===== config.mk =====
export PLATFORM = sky130hd
export DESIGN_NAME = avc_config_record_extractor_core
export DESIGN_NICKNAME = d
export VERILOG_FILES = /design/src/rtl/core/avc_cre_pkg.sv /design/src/rtl/core/avc_cre_parse.sv /design/src/rtl/core/avc_cre_ofifo.sv /design/src/rtl/core/avc_config_record_extractor_core.sv
export VERILOG_INCLUDE_DIRS = /design/src /design/src/rtl/core
export SDC_FILE = /design/constraint.sdc
export NUM_CORES = 1
export LEC_CHECK = 0
export BUFFER_PORTS_ARGS = -buffer_cell sky130_fd_sc_hd__clkbuf_2
export CORE_MARGIN = 10
export CORE_UTILIZATION = 45
export CTS_CLUSTER_SIZE = 40
export DETAILED_ROUTE_END_ITERATION = 10
export PLACE_DENSITY_LB_ADDON = 0.3
export SYNTH_ARGS = -nofsm -noshare
export SYNTH_HDL_FRONTEND = slang
export SYNTH_HIERARCHICAL = 1
export SYNTH_SLANG_ARGS = --single-unit

===== constraint.sdc =====
create_clock -name clk -period 17.04 [get_ports clk]
set_input_delay 0.852 -clock clk [delete_from_list [all_inputs] [get_ports clk]]
set_output_delay 0.852 -clock clk [all_outputs]
set_load 0.005 [all_outputs]

===== src/rtl/core/avc_config_record_extractor_core_defines.svh =====
// shared assertion macros for the record extractor
`ifndef AVC_CONFIG_RECORD_EXTRACTOR_CORE_DEFINES_SVH
`define AVC_CONFIG_RECORD_EXTRACTOR_CORE_DEFINES_SVH

// same-cycle implication, checked outside reset
`define AVC_CRE_ASSERT_NOW(lbl, ante, cons, msg) \
  lbl: assert property (@(posedge clk) disable iff (!rst_n) (ante) |-> (cons)) else $error(msg);

// next-cycle implication, checked outside reset
`define AVC_CRE_ASSERT_NEXT(lbl, ante, cons, msg) \
  lbl: assert property (@(posedge clk) disable iff (!rst_n) (ante) |=> (cons)) else $error(msg);

`endif


===== src/rtl/core/avc_cre_pkg.sv =====
package avc_cre_pkg;

  localparam int unsigned AVC_CRE_HEADER_BYTES = 5;
  localparam int unsigned AVC_CRE_FIFO_DEPTH   = 4;

  typedef enum logic [2:0] {
    PH_HEADER,
    PH_COUNT,
    PH_LEN_HI,
    PH_LEN_LO,
    PH_PAYLOAD,
    PH_DRAIN
  } avc_cre_phase_t;

  // one result beat
  typedef struct packed {
    logic        overrun;
    logic [15:0] copied_count;
    logic        done_res;
    logic        run_end;
    logic [7:0]  out_byte;
    logic        byte_valid;
  } avc_cre_res_t;

  // beats produced by one accepted byte, r0 goes out first
  typedef struct packed {
    logic [1:0]   cnt;
    avc_cre_res_t r1;
    avc_cre_res_t r0;
  } avc_cre_push_t;

endpackage


===== src/rtl/core/avc_cre_parse.sv =====
`include "avc_config_record_extractor_core_defines.svh"

module avc_cre_parse (
  input  logic                   clk,
  input  logic                   rst_n,
  input  logic                   accept,
  input  logic [7:0]             data_byte,
  input  logic                   final_byte,
  input  logic [15:0]            total_length,
  output avc_cre_pkg::avc_cre_push_t push
);
  import avc_cre_pkg::*;

  avc_cre_phase_t phase_r, phase_nxt;
  logic [15:0] pos_r, pos_nxt;
  logic        run_idx_r, run_idx_nxt;
  logic [4:0]  entries_r, entries_nxt;
  logic [7:0]  len_hi_r, len_hi_nxt;
  logic [15:0] payload_r, payload_nxt;
  logic [15:0] copied_r, copied_nxt;
  logic        overrun_r, overrun_nxt;

  logic [15:0] len;
  logic [15:0] start;
  logic [17:0] reach;
  logic [4:0]  entries_dec;
  logic [15:0] payload_dec;
  logic [1:0]  n_copy;
  logic [7:0]  b0, b1;
  avc_cre_phase_t run_end_phase;
  logic        run_end_idx;

  always_comb begin
    len         = {len_hi_r, data_byte};
    start       = (pos_r == '0) ? '0 : pos_r - 16'd1;
    reach       = {2'b00, start} + {2'b00, len} + 18'd2;
    entries_dec = entries_r - 5'd1;
    payload_dec = payload_r - 16'd1;
    // what ending the current run leads to
    if (run_idx_r == 1'b0) begin
      run_end_phase = PH_COUNT;
      run_end_idx   = 1'b1;
    end else begin
      run_end_phase = PH_DRAIN;
      run_end_idx   = run_idx_r;
    end

    phase_nxt   = phase_r;
    run_idx_nxt = run_idx_r;
    entries_nxt = entries_r;
    len_hi_nxt  = len_hi_r;
    payload_nxt = payload_r;
    copied_nxt  = copied_r;
    overrun_nxt = overrun_r;
    n_copy      = 2'd0;
    b0          = '0;
    b1          = '0;

    unique case (phase_r)
      PH_HEADER: begin
        if (pos_r >= 16'(AVC_CRE_HEADER_BYTES - 1)) phase_nxt = PH_COUNT;
      end
      PH_COUNT: begin
        entries_nxt = data_byte[4:0];
        if (data_byte[4:0] == '0) begin
          phase_nxt   = run_end_phase;
          run_idx_nxt = run_end_idx;
        end else begin
          phase_nxt = PH_LEN_HI;
        end
      end
      PH_LEN_HI: begin
        len_hi_nxt = data_byte;
        phase_nxt  = PH_LEN_LO;
      end
      PH_LEN_LO: begin
        if (reach > {2'b00, total_length}) begin
          overrun_nxt = 1'b1;
          phase_nxt   = PH_DRAIN;
        end else begin
          n_copy      = 2'd2;
          b0          = len_hi_r;
          b1          = data_byte;
          copied_nxt  = (copied_r >= 16'hfffe) ? 16'hffff : copied_r + 16'd2;
          payload_nxt = len;
          if (len == '0) begin
            entries_nxt = entries_dec;
            if (entries_dec == '0) begin
              phase_nxt   = run_end_phase;
              run_idx_nxt = run_end_idx;
            end else begin
              phase_nxt = PH_LEN_HI;
            end
          end else begin
            phase_nxt = PH_PAYLOAD;
          end
        end
      end
      PH_PAYLOAD: begin
        n_copy      = 2'd1;
        b0          = data_byte;
        copied_nxt  = (copied_r == 16'hffff) ? copied_r : copied_r + 16'd1;
        payload_nxt = payload_dec;
        if (payload_dec == '0) begin
          entries_nxt = entries_dec;
          if (entries_dec == '0) begin
            phase_nxt   = run_end_phase;
            run_idx_nxt = run_end_idx;
          end else begin
            phase_nxt = PH_LEN_HI;
          end
        end
      end
      default: phase_nxt = PH_DRAIN;
    endcase

    pos_nxt = (pos_r == 16'hffff) ? pos_r : pos_r + 16'd1;

    // result beats
    push.r0.byte_valid   = (n_copy != 2'd0);
    push.r0.out_byte     = b0;
    push.r0.copied_count = copied_nxt;
    push.r0.overrun      = overrun_nxt;
    push.r0.run_end      = (n_copy != 2'd2);
    push.r0.done_res     = final_byte && (n_copy != 2'd2);
    push.r1.byte_valid   = 1'b1;
    push.r1.out_byte     = b1;
    push.r1.copied_count = copied_nxt;
    push.r1.overrun      = overrun_nxt;
    push.r1.run_end      = 1'b1;
    push.r1.done_res     = final_byte;
    if (!accept) push.cnt = 2'd0;
    else if (n_copy == 2'd0) push.cnt = final_byte ? 2'd1 : 2'd0;
    else push.cnt = n_copy;

    // end of record: parse state back to its reset values
    if (final_byte) begin
      phase_nxt   = PH_HEADER;
      pos_nxt     = '0;
      run_idx_nxt = 1'b0;
      entries_nxt = '0;
      payload_nxt = '0;
      copied_nxt  = '0;
      overrun_nxt = 1'b0;
    end
  end

  always_ff @(posedge clk) begin
    if (!rst_n) begin
      phase_r   <= PH_HEADER;
      pos_r     <= '0;
      run_idx_r <= 1'b0;
      entries_r <= '0;
      payload_r <= '0;
      copied_r  <= '0;
      overrun_r <= 1'b0;
    end else if (accept) begin
      phase_r   <= phase_nxt;
      pos_r     <= pos_nxt;
      run_idx_r <= run_idx_nxt;
      entries_r <= entries_nxt;
      payload_r <= payload_nxt;
      copied_r  <= copied_nxt;
      overrun_r <= overrun_nxt;
    end
  end

  always_ff @(posedge clk) begin
    if (accept) len_hi_r <= len_hi_nxt;
  end

  `AVC_CRE_ASSERT_NOW(a_two_beats_len_lo, push.cnt == 2'd2, phase_r == PH_LEN_LO, "two beats outside length phase")
  `AVC_CRE_ASSERT_NEXT(a_final_clears, accept && final_byte, phase_r == PH_HEADER && copied_r == '0, "record state not cleared")
  `AVC_CRE_ASSERT_NEXT(a_overrun_sticky, overrun_r && !(accept && final_byte), overrun_r, "overrun flag dropped")

endmodule


===== src/rtl/core/avc_cre_ofifo.sv =====
`include "avc_config_record_extractor_core_defines.svh"

module avc_cre_ofifo #(
  parameter int unsigned DEPTH = avc_cre_pkg::AVC_CRE_FIFO_DEPTH
) (
  input  logic                          clk,
  input  logic                          rst_n,
  input  avc_cre_pkg::avc_cre_push_t    push,
  output logic                          room,
  output logic                          pop_valid,
  input  logic                          pop_ready,
  output avc_cre_pkg::avc_cre_res_t     pop_data
);
  import avc_cre_pkg::*;

  localparam int unsigned PW = (DEPTH > 1) ? $clog2(DEPTH) : 1;
  localparam int unsigned CW = $clog2(DEPTH + 1);

  avc_cre_res_t  mem_r [DEPTH];
  logic [PW-1:0] wptr_r, wptr_nxt, wptr_p1, rptr_r, rptr_nxt;
  logic [CW-1:0] count_r, count_nxt;
  logic          pop;

  always_comb begin
    pop       = pop_valid && pop_ready;
    wptr_p1   = (wptr_r == PW'(DEPTH - 1)) ? '0 : wptr_r + PW'(1);
    wptr_nxt  = wptr_r;
    if (push.cnt == 2'd1) wptr_nxt = wptr_p1;
    else if (push.cnt == 2'd2) wptr_nxt = (wptr_p1 == PW'(DEPTH - 1)) ? '0 : wptr_p1 + PW'(1);
    rptr_nxt  = rptr_r;
    if (pop) rptr_nxt = (rptr_r == PW'(DEPTH - 1)) ? '0 : rptr_r + PW'(1);
    count_nxt = count_r + CW'(push.cnt) - CW'(pop);
  end

  assign pop_valid = (count_r != '0);
  assign pop_data  = mem_r[rptr_r];
  // room for the worst case of two beats from one byte
  assign room      = ({1'b0, count_r} + (CW + 1)'(2)) <= (CW + 1)'(DEPTH);

  always_ff @(posedge clk) begin
    if (!rst_n) begin
      wptr_r  <= '0;
      rptr_r  <= '0;
      count_r <= '0;
    end else begin
      wptr_r  <= wptr_nxt;
      rptr_r  <= rptr_nxt;
      count_r <= count_nxt;
    end
  end

  always_ff @(posedge clk) begin
    if (push.cnt != 2'd0) mem_r[wptr_r] <= push.r0;
    if (push.cnt == 2'd2) mem_r[wptr_p1] <= push.r1;
  end

  `AVC_CRE_ASSERT_NOW(a_no_overflow, push.cnt != 2'd0, ({1'b0, count_r} + (CW + 1)'(push.cnt)) <= (CW + 1)'(DEPTH), "queue overflow")
  `AVC_CRE_ASSERT_NEXT(a_pop_only, pop && push.cnt == 2'd0, count_r == $past(count_r) - CW'(1), "count not reduced by pop")

endmodule


===== src/rtl/core/avc_config_record_extractor_core.sv =====
// avc decoder configuration record extractor: bytes of the record arrive one per beat
// on the in_ stream (tlast marks the final byte). the five header bytes are skipped,
// then the sps run and the pps run are parsed: a count byte (low five bits), then per
// entry a big-endian 16-bit length and its data bytes. length and data bytes are
// passed out unchanged, one byte per out_ beat. an entry reaching past total_length
// (cfg register) stops all copying and raises overrun until the record ends. bytes
// after the second run are dropped. the final byte always yields a beat with done set
// and the number of bytes copied; the parser then returns to its reset state.
// rate: one input byte per cycle while in_tready is high; a byte yields zero, one or two
// output beats, the two-beat case being the low length byte, which releases both length
// bytes at once after the overrun check. results leave through a FIFO_DEPTH-entry queue
// at one beat per cycle while out_tready is high; in_tready drops while the queue has room
// for fewer than two beats. an accepted byte's beats are written to the queue on accept.
module avc_config_record_extractor_core #(
  parameter int unsigned FIFO_DEPTH = avc_cre_pkg::AVC_CRE_FIFO_DEPTH
) (
  input  logic        clk,
  input  logic        rst_n,
  // configuration: total record length
  input  logic        cfg_wr_en,
  input  logic [15:0] cfg_wr_data,
  // input stream
  input  logic        in_tvalid,
  output logic        in_tready,
  input  logic [7:0]  in_tdata,   // data_byte
  input  logic        in_tlast,   // final_byte
  // result stream
  output logic        out_tvalid,
  input  logic        out_tready,
  output logic [31:0] out_tdata,  // out_byte [7:0], copied_count [23:8], overrun [24], zero
  output logic [1:0]  out_tuser,  // byte_valid [0], done_res [1]
  output logic        out_tlast   // run_end
);
  import avc_cre_pkg::*;

  logic [15:0]   total_length_r;
  logic          in_accept;
  avc_cre_push_t push;
  avc_cre_res_t  res;

  // config register, the user must write it only while idle; the block does not enforce this
  always_ff @(posedge clk) begin
    if (!rst_n) begin
      total_length_r <= '0;
    end else if (cfg_wr_en) begin
      total_length_r <= cfg_wr_data;
    end
  end

  assign in_accept = in_tvalid && in_tready;

  // per-byte parse state machine, results computed in the accept cycle
  avc_cre_parse u_parse (
    .clk          (clk),
    .rst_n        (rst_n),
    .accept       (in_accept),
    .data_byte    (in_tdata),
    .final_byte   (in_tlast),
    .total_length (total_length_r),
    .push         (push)
  );

  // result queue decouples the one-or-two beat bursts from the consumer
  avc_cre_ofifo #(
    .DEPTH (FIFO_DEPTH)
  ) u_ofifo (
    .clk       (clk),
    .rst_n     (rst_n),
    .push      (push),
    .room      (in_tready),
    .pop_valid (out_tvalid),
    .pop_ready (out_tready),
    .pop_data  (res)
  );

  // beat packing
  assign out_tdata = {7'b0, res.overrun, res.copied_count, res.out_byte};
  assign out_tuser = {res.done_res, res.byte_valid};
  assign out_tlast = res.run_end;

endmodule


# [Yosys cells after proc, flatten, opt, wreduce, memory -nomap -nowiden]
# Memory sizes are Yosys's and may differ from the RTL's. A register that Yosys moved wholly into a read port is not among the register bits.
# Cells that the tools add are included.
[word_totals] elab_cells=126 regBits=89 in_bits=30 mem_count=1 ram_bits=112 output_inout_bits=37
[op_classes] n_reduce_logical=22 muxes=55 eq_ne=18 magnitude_cmp=4 add_sub_neg=14
[mem_list] memory="u_ofifo.mem_r" depth=4 width=28 rd=1 rd_ports_with_merged_regs=1 write_ports=2 line_no="avc_cre_ofifo.sv:19" source="avc_cre_res_t mem_r [DEPTH];"
[ops] operator="two-way mux 16 bit" n=9
[ops] operator="one-hot mux 16 bit (2 select lines)" n=2
[ops] operator="logical NOT 16 bit" n=3
[ops] operator="adder 16 x 1 -> 16 bit (second input constant)" n=2
[ops] operator="equality test 16 bit (second input constant)" n=2
[ops] operator="subtractor 16 x 1 -> 16 bit (second input constant)" n=2
[ops] operator="two-way mux 3 bit" n=8
[ops] operator="two-way mux 8 bit" n=3
[ops] operator="two-way mux 2 bit" n=10
[ops] operator="two-way mux 5 bit" n=4
[ops] operator="adder 18 x 2 -> 18 bit (second input constant)" n=1
[ops] operator="greater-than comparator 18 x 16 -> 1 bit" n=1
[ops] operator="adder 16 x 16 -> 17 bit" n=1
[ops] operator="adder 16 x 2 -> 16 bit (second input constant)" n=1
[ops] operator="greater-or-equal comparator 16 bit (second input constant)" n=1
[ops] operator="greater-or-equal comparator 16 x 3 -> 1 bit (second input constant)" n=1
[ops] operator="one-hot mux 8 bit (2 select lines)" n=1
[ops] operator="one-hot mux 3 bit (5 select lines)" n=1
[ops] operator="one-hot mux 5 bit (3 select lines)" n=1
[ops] operator="two-way mux 1 bit" n=14
[ops] operator="!= test 3 x 2 -> 1 bit (second input constant)" n=4
[ops] operator="logical NOT 5 bit" n=2
[ops] operator="equality test 2 bit (second input constant)" n=4
[ops] operator="adder 2 x 1 -> 2 bit (second input constant)" n=3
[ops] operator="other kinds (23)" n=32

# [Logic depth before layout (Yosys ltp)]
[logic_depth] ltp_word=13 mapped_depth=32 mapped_depth_nobuf=31

# [Hierarchy]
# The synthesis kept the hierarchy.
[modules_own_cells] mod="avc_cre_parse" n_inst=1 cells_each=871 area_each_um2=6381.1
[modules_own_cells] mod="avc_cre_ofifo" n_inst=1 cells_each=343 area_each_um2=6094.6
[modules_own_cells] mod="avc_config_record_extractor_core" n_inst=1 cells_each=60 area_each_um2=678.2

# [Worst setup path after synthesis]
# OpenSTA, ideal clock, no wires.
[synth_path] path_type="reg-to-reg" start="reg u_parse.pos_r[8]" end="mem u_ofifo/mem_r[0][0] in the netlist's numbering, enable pin" arrival_ns=8.127 stages_incl_launch_ff=30 n_path_buf=2 path_slack_ns=8.461 period_less_slack_ns=8.579 required_ns=16.588 path_cell_list="dfxtp_1 > clkbuf_1 > or4_1 > nor4_1 > nand4b_1 > nor2_1 > clkbuf_1 > nor2_1 > ha_1 > ha_1 > fa_1 > a211oi_1 > nor4b_1 > o21ai_0 > nand2_1 > a21o_1 > a21oi_1 > xnor2_1 > ha_1 > nand4_1 > nor4_1 > nand2b_1 > o41a_1 > o2111ai_2 > nor2_2 > inv_1 > nor2_1 > inv_1 > ha_1 > o21ai_0"
[synth_rtl] item="from (decl)" line_no="avc_cre_parse.sv:15" source="logic [15:0] pos_r, pos_nxt;"
[synth_rtl] item="from (signal assigned)" line_no="avc_cre_parse.sv:159" source="pos_r <= pos_nxt;"
[synth_rtl] item="to (decl)" line_no="avc_cre_ofifo.sv:19"

==> summary by stage <==
Clock tree
The buffer depth of the longest clock path is 3. The count of hold buffers inserted by post-cts repair is 0. In this run the number of H-tree levels came out at 1. Clock-pin slew was measured on the worst setup and hold paths at 0.06 ns. The sink count of the clock tree is 203. The clock latency reported for the late side of the worst-skew pair is 0.52 ns. The total setup buffers inserted after CTS is 0. In this run, post-CTS repair resized a total of 0 instances. Counting the buffers created by CTS gives 23. The tree is rooted in a clkbuf_16. The CTS tree is done.

Global route
The first-pass GRT wire length is 51720 um. The initial antenna violation count is 0. Global routing used 17.23% of the available tracks.

Summed over all layers, the global routing overflow is 0. Entering global routing, the biggest net connects 50 pins. The via count of the first global-routing pass is 9448.

Route
The violation count after the first detailed-routing iteration is 825. The post-detailed-routing wire length is 32130 um. The first detailed-routing pass took 5 iterations. After detailed routing, the average wire length per cell comes to 19.06 um. In this run the remaining antenna-violating nets after routing total 0. For this run, design rule violations remaining after detail routing come to 0. The routed via count is 9786. After detailed routing, the number of vias per cell comes to 5.804.

Final layout
The final instance count without filler cells is 1686. The area growth from synthesis to final layout is 8.170%. The layout has 2607 filler cells. The fraction of the core area covered by cells at the end of the flow is 49.44%. The share of cells above drive strength 1 is 20.66%.

The net count of the finished layout is 1390. The repair_antennas step left the layout with diodes totalling 0.

Synth
In this run, distinct cell masters in the synthesized netlist total 82. The most common cell in the netlist is edfxtp_1. For this run, the register share of the synthesized area comes to 40.03%.

The share of the synthesized area in the top cell type is 27.39%. The Yosys step of the flow raised 6 warnings. A synthesized cell averages 10.32 um2. The synthesized design contains 203 register bits. After synthesis the cells add up to 13150 um2. By count the netlist is led by edfxtp_1 (120), mux2_2 (109), nor2_1 (99). The gate count after technology mapping is 1274. After synthesis, the share of flip-flops with an asynchronous set or reset is 0%.

The largest total area in the synthesized netlist belongs to edfxtp_1. The most used flip-flop cell after synthesis is edfxtp_1. Sorting the synthesized cells by area gives the leading types as edfxtp_1 (27%), dfxtp_1 (13%), mux2_2 (9.3%). Yosys mapped a number of flops with a built-in enable equal to 120.

Worst setup path
The required arrival time at the worst endpoint is 17.23 ns. The type of element capturing the critical path is a flop. The number of buffers and inverters on the critical path is 4. In this run the register-to-register setup slack is 8.20 ns.

The launching element type of the critical path is a flop. The cell family contributing the most delay on the critical path is simple AND/OR/NAND/NOR gates. Of all nets on the critical path, the largest fanout is 21. Counting cells, the worst reg-to-reg path comes to 29. In this run the critical register-to-register path is launched from u_parse/pos_r[8].

The largest incremental delay on the critical path is 0.73 ns. The number of gates on the worst path with buffers counted is 29. The critical path is of the flop to flop type.

The library cell contributing the largest single delay on the critical path is nor2_1. The most numerous cell type found on the critical path is ha_1. The worst register-to-register path ends at u_ofifo/mem_r[2][2]. The data arrival time of the critical path is 9.03 ns.

Timing
On the final layout, the worst clock skew is 0.01251 ns. The max-slew violation count was 0. The time the worst path needs with I/O delays and setup is 8.844 ns. Headroom to the max-slew limit came out at 29.35%. The final clock period utilization by the worst path is 51.90%. The achievable frequency is 0.1131 GHz. The transition time of the tightest slew-check pin is 1.053 ns.

The worst hold slack after final layout is 0.4703 ns. The setup TNS is 0 ns. Setup violations remaining at the end of the flow were counted as 0. The final-report hold violation count is 0.

Setup repair after global routing left no endpoint under its margin.

Die
The core outline area is 28780 um2. The number of cell rows is 62. The vertical extent of the die is 191.0 um. During I/O placement, the number of pins put on the boundary was 67.

The floorplan step defined a die boundary enclosing 36470 um2. In this run the horizontal extent of the chip is 191.0 um. The starting utilization of the core area is 45.70%.

Status
The flow ran to the end, and the final reports show no timing, DRC or antenna violations.

Power and ir drop
The worst-case IR drop observed on VDD is 0.07176 mV. The power density over the cells is 105.8 nW/um2. The leakage power of the design is 5.517 nW.

Place
Port buffering added 59 buffers. After legalization and detailed placement, the total HPWL measured 22180 um. The congestion estimate from routability-driven global placement came to 0.9016. The number of cells after detailed placement is 1645.

Flow run
Across the run, the number of max-cap violations was 0.

Min path
The worst hold path startpoint is u_parse/overrun_r. Counting instances, the worst hold path has a depth of 2. The path type of the worst min-delay path is flop to flop. The path with the worst hold slack has its endpoint at u_parse/overrun_r.
==> per-layer routing <==
| layer | global-route usage (%) | up-vias | wire length [um] | part of all wire, % |
|---|---|---|---|---|
| li1 | - | 4747 | - | - |
| met1 | 23.86 | 4698 | 14950 | 47 |
| met2 | 27.69 | 285 | 14660 | 46 |
| met3 | 2.296 | 56 | 1816 | 5.7 |
| met4 | 4.664 | 0 | 700 | 2.2 |
| met5 | 0 | - | 0 | 0 |
==> kinds of logic (layout without fill, tap and decap cells) <==
family / count (synthesis) / count (layout) / synth area share [%]
adder cells (fa/ha/maj): 74 / 74 / 7.153
multiplexers: 162 / 162 / 16.37
AO/OA/AOI/OAI: 241 / 241 / 12.18
flip-flops: 203 / 203 / 40.03
XOR/XNOR: 46 / 46 / 3.063
other: 2 / 9 / 0.05709
AND/OR/NAND/NOR: 385 / 385 / 14.74
buffers and inverters: 161 / 182 / 6.402
==> power by group <==
| part | internal (W) | switching, W |
|---|---|---|
| Sequential | 0.000546 | 0.0000312 |
| Clock | 0.000278 | 0.000198 |
| Combinational | 0.000195 | 0.000256 |
==> area by class of cell <==
class	instances	area (um2)	share of cell area (%)
multi-input cells	917	7088	49.82
inverters	60	225.2	1.583
clock inverters	12	110.1	0.7738
clock buffers	29	598.1	4.203
well taps	384	480.5	3.377
repair buffers	81	460.4	3.236
flip-flops and latches	203	5266	37.01
==> tightest hold or removal path, cell delays in order (launching register included) <==
cell and delay (ns):
dfxtp_1 0.33, a21oi_1 0.04, nor2_1 0.07
==> layout by cell type (no fill, tap or decap), types with 11 or more instances in the layout <==
cell type	n
edfxtp_1	120
mux2_2	109
nor2_1	99
dfxtp_1	82
nand2_1	72
ha_1	72
a21oi_1	63
clkbuf_2	59
inv_1	59
o21ai_0	52
nor3_1	39
nand3_1	33
xnor2_1	31
nor2b_1	25
clkbuf_16	23
nand4_1	23
mux2i_1	22
buf_4	22
mux4_2	20
or3_1	16
a31oi_1	16
xor2_1	15
and3_1	15
o31ai_1	14
nor4_1	14
or4_1	11
==> sequential cells by signal, indices dropped and copies added, names as in the netlist, named ones only <==
register           cells
u_ofifo/mem_r        112
u_parse/len_hi_r       8
u_parse/entries_r      5
u_parse/payload_r     16
u_parse/phase_r        3
u_ofifo/rptr_r         2
u_parse/pos_r         16
u_parse/overrun_r      1
u_ofifo/count_r        3
u_parse/copied_r      16
u_parse/run_idx_r      1
u_ofifo/wptr_r         2
total_length_r        16
==> through the flow <==
stage	setup slack (ns)	area, um2	power, W
2_1_floorplan	8.461	13180	0.0009141
6_report	8.196	14230	0.001505
4_1_cts	8.218	14230	0.001518
3_3_place_gp	8.592	13520	0.001031
5_1_grt	7.423	14230	0.001593
3_5_place_dp	8.248	13520	0.001039
==> worst max-delay path by stage <==
stage	slack, ns	endpoint	startpoint
finish	8.20	u_ofifo/mem_r[2][2]	u_parse/pos_r[8]
global route	7.42	u_ofifo/mem_r[2][15]	u_parse/pos_r[8]
CTS	8.22	u_ofifo/mem_r[2][12]	u_parse/pos_r[8]
detailed placement	8.25	u_ofifo/mem_r[2][13]	u_parse/pos_r[8]
global placement	8.59	u_ofifo/mem_r[2][13]	u_parse/pos_r[8]
floorplan	8.46	u_ofifo/mem_r[0][0]	u_parse/pos_r[8]
(Power assumes the default switching activity.)
